[config.mk]
export PLATFORM = sky130hd
export DESIGN_NAME = rdpvc_div
export DESIGN_NICKNAME = d
export VERILOG_FILES = /design/src/rtl/rect_duct_point_velocity_correction_core_assert.svh /design/src/rtl/rdpvc_div.sv
export SDC_FILE = /design/constraint.sdc
export NUM_CORES = 2
export LEC_CHECK = 0
export ABC_CLOCK_PERIOD_IN_PS = 5500
export BUFFER_PORTS_ARGS = -buffer_cell sky130_fd_sc_hd__buf_4
export CORE_MARGIN = 1
export CORE_UTILIZATION = 49
export CTS_BUF_LIST = sky130_fd_sc_hd__clkbuf_16
export CTS_CLUSTER_SIZE = 14
export DETAILED_ROUTE_END_ITERATION = 10
export HOLD_SLACK_MARGIN = 0.15
export PLACE_DENSITY = 0.69
export SETUP_SLACK_MARGIN = 0.2
export SLEW_MARGIN = 20
export SYNTH_ARGS = -nofsm -noshare
export SYNTH_HDL_FRONTEND = slang
export SYNTH_SLANG_ARGS = --single-unit
export TNS_END_PERCENT = 100
[constraint.sdc]
create_clock -name aclk -period 5.5 [get_ports aclk]
set_input_delay 0.275 -clock aclk [delete_from_list [all_inputs] [get_ports aclk]]
set_output_delay 0.275 -clock aclk [all_outputs]
set_load 0.005 [all_outputs]
[src/rtl/rect_duct_point_velocity_correction_core_assert.svh]
// assertion macros for the point velocity correction core
// used by the top level only; expects aclk and aresetn in scope
`ifndef RECT_DUCT_POINT_VELOCITY_CORRECTION_CORE_ASSERT_SVH
`define RECT_DUCT_POINT_VELOCITY_CORRECTION_CORE_ASSERT_SVH

// same-cycle implication
`define RDPVC_ASSERT(label, ante, cons, msg) \
    label: assert property (@(posedge aclk) disable iff (!aresetn) (ante) |-> (cons)) \
        else $error(msg);

// next-cycle implication
`define RDPVC_ASSERT_NEXT(label, ante, cons, msg) \
    label: assert property (@(posedge aclk) disable iff (!aresetn) (ante) |=> (cons)) \
        else $error(msg);

`endif

[src/rtl/rdpvc_div.sv]
// pipelined restoring divider, one quotient bit per stage, with overflow flag
// standalone; used by the point velocity correction core
module rdpvc_div #(
    parameter int NW = 47,
    parameter int DW = 24,
    parameter int QW = 24
) (
    input  logic          aclk,
    input  logic          en,
    input  logic [NW-1:0] numer,
    input  logic [DW-1:0] denom,
    output logic [QW-1:0] quot,
    output logic          ovf
);
    localparam int HW = NW - QW;
    localparam int CW = (HW > DW) ? HW : DW;

    logic [DW-1:0] rem_reg [0:QW];
    logic [QW-1:0] nlo_reg [0:QW];
    logic [QW-1:0] q_reg   [0:QW];
    logic [DW-1:0] d_reg   [0:QW];
    logic          ovf_reg [0:QW];

    logic [HW-1:0] hi;
    logic          ovf_next;

    assign hi       = numer[NW-1:QW];
    assign ovf_next = CW'(hi) >= CW'(denom);

    always_ff @(posedge aclk) begin
        if (en) begin
            rem_reg[0] <= DW'(hi);
            nlo_reg[0] <= numer[QW-1:0];
            q_reg[0]   <= '0;
            d_reg[0]   <= denom;
            ovf_reg[0] <= ovf_next;
        end
    end

    for (genvar i = 1; i <= QW; i++) begin : g_stage
        logic [DW:0] rr;
        logic [DW:0] df;
        logic        ge;

        assign rr = {rem_reg[i-1], nlo_reg[i-1][QW-1]};
        assign df = rr - {1'b0, d_reg[i-1]};
        assign ge = rr >= {1'b0, d_reg[i-1]};

        always_ff @(posedge aclk) begin
            if (en) begin
                rem_reg[i] <= ge ? df[DW-1:0] : rr[DW-1:0];
                nlo_reg[i] <= {nlo_reg[i-1][QW-2:0], 1'b0};
                q_reg[i]   <= {q_reg[i-1][QW-2:0], ge};
                d_reg[i]   <= d_reg[i-1];
                ovf_reg[i] <= ovf_reg[i-1];
            end
        end
    end

    assign quot = q_reg[QW];
    assign ovf  = ovf_reg[QW];

endmodule

==> metrics.yaml <==
run_status:
  status: "finished clean"
timing:
  relSlewSlack_pct: 26.2
  rsz0062_at_grt: "no"
  slew_violations: 0
  worst_pin_slew_ns: 1.11
  finalCriticalPeriod_ns: 4.14
  setup_violations: 0
  setup_tns_ns: 0
  period_share_pct: 75.3
  final-hold-violation-count: 0
  fin_skew_ns: 0.0310
  fmax_ghz: 0.241
critical_path:
  crit_arrival_ns: 4.72
  worst_setup_path_start_kind: "flop"
  worstPathRequired_ns: 6.08
  slowest_stage: "a211o_1"
  crit_path_max_incr_delay_ns: 0.69
  crit_chain: "inv_1, ha_1, o21a_1, o31a_1, o21ai_1, a211oi_1, nor3_1, o21ai_1, a31oi_1, o21ai_0, a211o_1, buf_4, mux2_2"
  crit_buf_inv: 2
  crit_type: "flop to flop"
  crit_path_frequent_cell: "o21ai_1"
  cp_max_fo: 18
  critical_path.top_delay_family: "compound AO/OA/AOI/OAI gates"
  worst_setup_path_end_kind: "flop"
place:
  place.detailed.hpwl_um: 132000
  postPlaceCellArea_um2: 92500
  port_buffers: 97
  place_inst: 9382
  place_congestion: 0.923
pwr:
  ir_drop_mv: 0.337
  p_per_area_nw_per_um2: 571
  p_leak_nw: 40.3
run:
  maxCapViolCount: 0
layout:
  fin_cells: 9890
  area_growth_pct: 12.7
  multi_input_area_um2: 32200
  num-fill-cells: 14600
  drive_gt1_share_pct: 10.5
  largest_reg_flops: 576
  design_area_um2: 100000
  regArea_um2: 53300
  fin_nets: 8047
yosys:
  syn_avg_cell_area_um2: 12.7
  synth_edf_count: 1776
  ys_types: 97
  synthCells: 7019
  seq_area_frac_synth_pct: 59.8
  yosysWarnings: 0
  ys.flop_type: "edfxtp_1"
  syn_area_um2: 89100
  async_flop_share_pct: 0
  synth_seq_cells: 1776
  syn_nets: 7714
hold_path:
  worst_hold_path_type: "input port to flop"
route:
  drt-initial-drc-count: 4028
  wl_per_cell_um: 18.5
  drc: 0
  ant_nets: 0
  viasPerCell: 5.45
  vias: 53900
  firstDrtPassIters: 6
  drt_wl_total_um: 183000
clock_network:
  numCtsBuffers: 194
  ctsResizeCount: 0
  cts_root_buf: "clkbuf_16"
  cts_max_level: 4
  insertion_delay_ns: 0.84
  clk_pin_slew_ns: 0.06
  cts_tree: "done"
  cts_buffer_depth: 3
  numClockSinks: 1776
global_routing:
  grt_pass1_wl_um: 285000
  grt_overflow_total: 0
  grt_usage_pct: 19.6
  grt_pass1_vias: 52300
  grt_max_degree: 193
  antenna_found_initial: 6
die:
  die_h_um: 428
  num_io_pins: 98
  start_util_pct: 49.3
  core_um2: 181000
  die-area_um2: 184000
  die_w_um: 428
  rows: 156
==> where the power goes <==
part	switching (W)	internal (W)	leakage, nW
Sequential	0.00197	0.0193	17.4
Clock	0.00530	0.00763	3.20
Combinational	0.0126	0.0105	19.7
Total	0.0199	0.0375	40.3
==> Yosys cell counts, types with 46 or more instances <==
master | n | share of area [%]
nor2b_1 | 83 | 0.58
a21oi_1 | 521 | 2.9
xnor2_1 | 274 | 2.7
nor2_1 | 369 | 1.6
o21ai_0 | 357 | 2.0
nand4_1 | 91 | 0.64
xor2_1 | 179 | 1.8
clkbuf_1 | 73 | 0.31
nand2b_1 | 80 | 0.56
nand3_1 | 106 | 0.60
nor3_1 | 82 | 0.46
a31oi_1 | 46 | 0.32
ha_1 | 599 | 8.4
a21o_1 | 240 | 2.0
o21a_1 | 86 | 0.72
mux2_2 | 243 | 3.1
nand2_1 | 373 | 1.6
edfxtp_1 | 1776 | 60
o21bai_1 | 52 | 0.44
inv_1 | 748 | 3.2
==> tightest hold or removal path: stages <==
cell	delay [ns]
dlygate4sd3_1	0.53
buf_4	0.12
a21oi_1	0.08
==> path summary, 6_finish.rpt <==
kind / from / end / slack (ns) / cells after the start
min: denom[23] / ovf_reg[0][0] / 0.38 / 3
max: d_reg[1][2] / rem_reg[1][43] / 1.36 / 13
max reg2reg: d_reg[1][2] / rem_reg[1][43] / 1.36 / 13
min reg2reg: q_reg[0][218] / q_reg[0][243] / 0.40 / 0
==> repair_timing <==
item	in CTS	in global routing
hold buffers	143	0
endpoints found under the setup margin	0	0
hold endpoints to repair	164	0
setup buffers	0	0
==> cells in the final DEF, fill, tap and decap left out, drive strengths merged, types with 24 or more instances in the layout <==
cell         Yosys  final
nor3            82     82
mux2           295    295
nor4            31     31
a21boi          25     25
o21bai          52     52
a21oi          524    524
clkbuf          73    197
o21ai          377    377
nand4           91     91
nor2b           84     84
clkinv           1     90
edfxtp        1776   1776
o31ai           43     43
bufinv           0     24
buf             82    149
a21o           240    240
nor2           369    369
xnor2          274    274
a211oi          35     35
o21a            86     86
inv            748    780
dlygate4sd3      0    143
nand3          106    106
nand2          374    374
and3            44     44
xor2           179    179
nand2b          80     80
a31oi           48     48
ha             599    599
==> cell type report <==
cell class | count | area share (%)
Antenna cell | 2 | 0.00498
Clock buffer | 197 | 4.91
Clock inverter | 165 | 1.49
Inverter | 749 | 2.80
Multi-Input combinational cell | 4339 | 32.1
Sequential cell | 1776 | 53.1
Tap cell | 2370 | 2.95
Timing Repair Buffer | 292 | 2.67
==> per-layer routing <==
| layer | global-route usage, % | part of all wire, % | vias to the layer above |
|---|---|---|---|
| met5 | 0 | 0 | - |
| met3 | 3.30 | 5.2 | 326 |
| met4 | 7.40 | 3.3 | 0 |
| met1 | 26.5 | 45 | 25800 |
| li1 | - | - | 26500 |
| met2 | 31.5 | 46 | 1251 |
==> stage by stage <==
stage          util (%)  hold slack, ns  total power [W]  setup slack [ns]
2_1_floorplan         -           0.374           0.0385              2.19
3_3_place_gp       51.2           0.400           0.0439              1.42
3_5_place_dp       51.2           0.405           0.0443              1.43
4_1_cts            55.5           0.260           0.0576              1.38
5_1_grt            55.6           0.344           0.0610              1.10
6_report           55.6           0.383           0.0574              1.36
==> logic make-up (layout without fill, tap and decap cells) <==
| group | count (synthesis) | in the layout | synth area share (%) |
|---|---|---|---|
| compound gates | 1610 | 1610 | 11.4 |
| mux | 313 | 313 | 4.10 |
| xor+xnor | 453 | 453 | 4.45 |
| other cells | 0 | 2 | 0 |
| simple gates | 1341 | 1341 | 7.18 |
| buf+inv | 904 | 1403 | 4.10 |
| flops | 1776 | 1776 | 59.8 |
| fa+ha+maj | 622 | 622 | 8.93 |
Note: power is estimated with default switching activity, not from simulation.
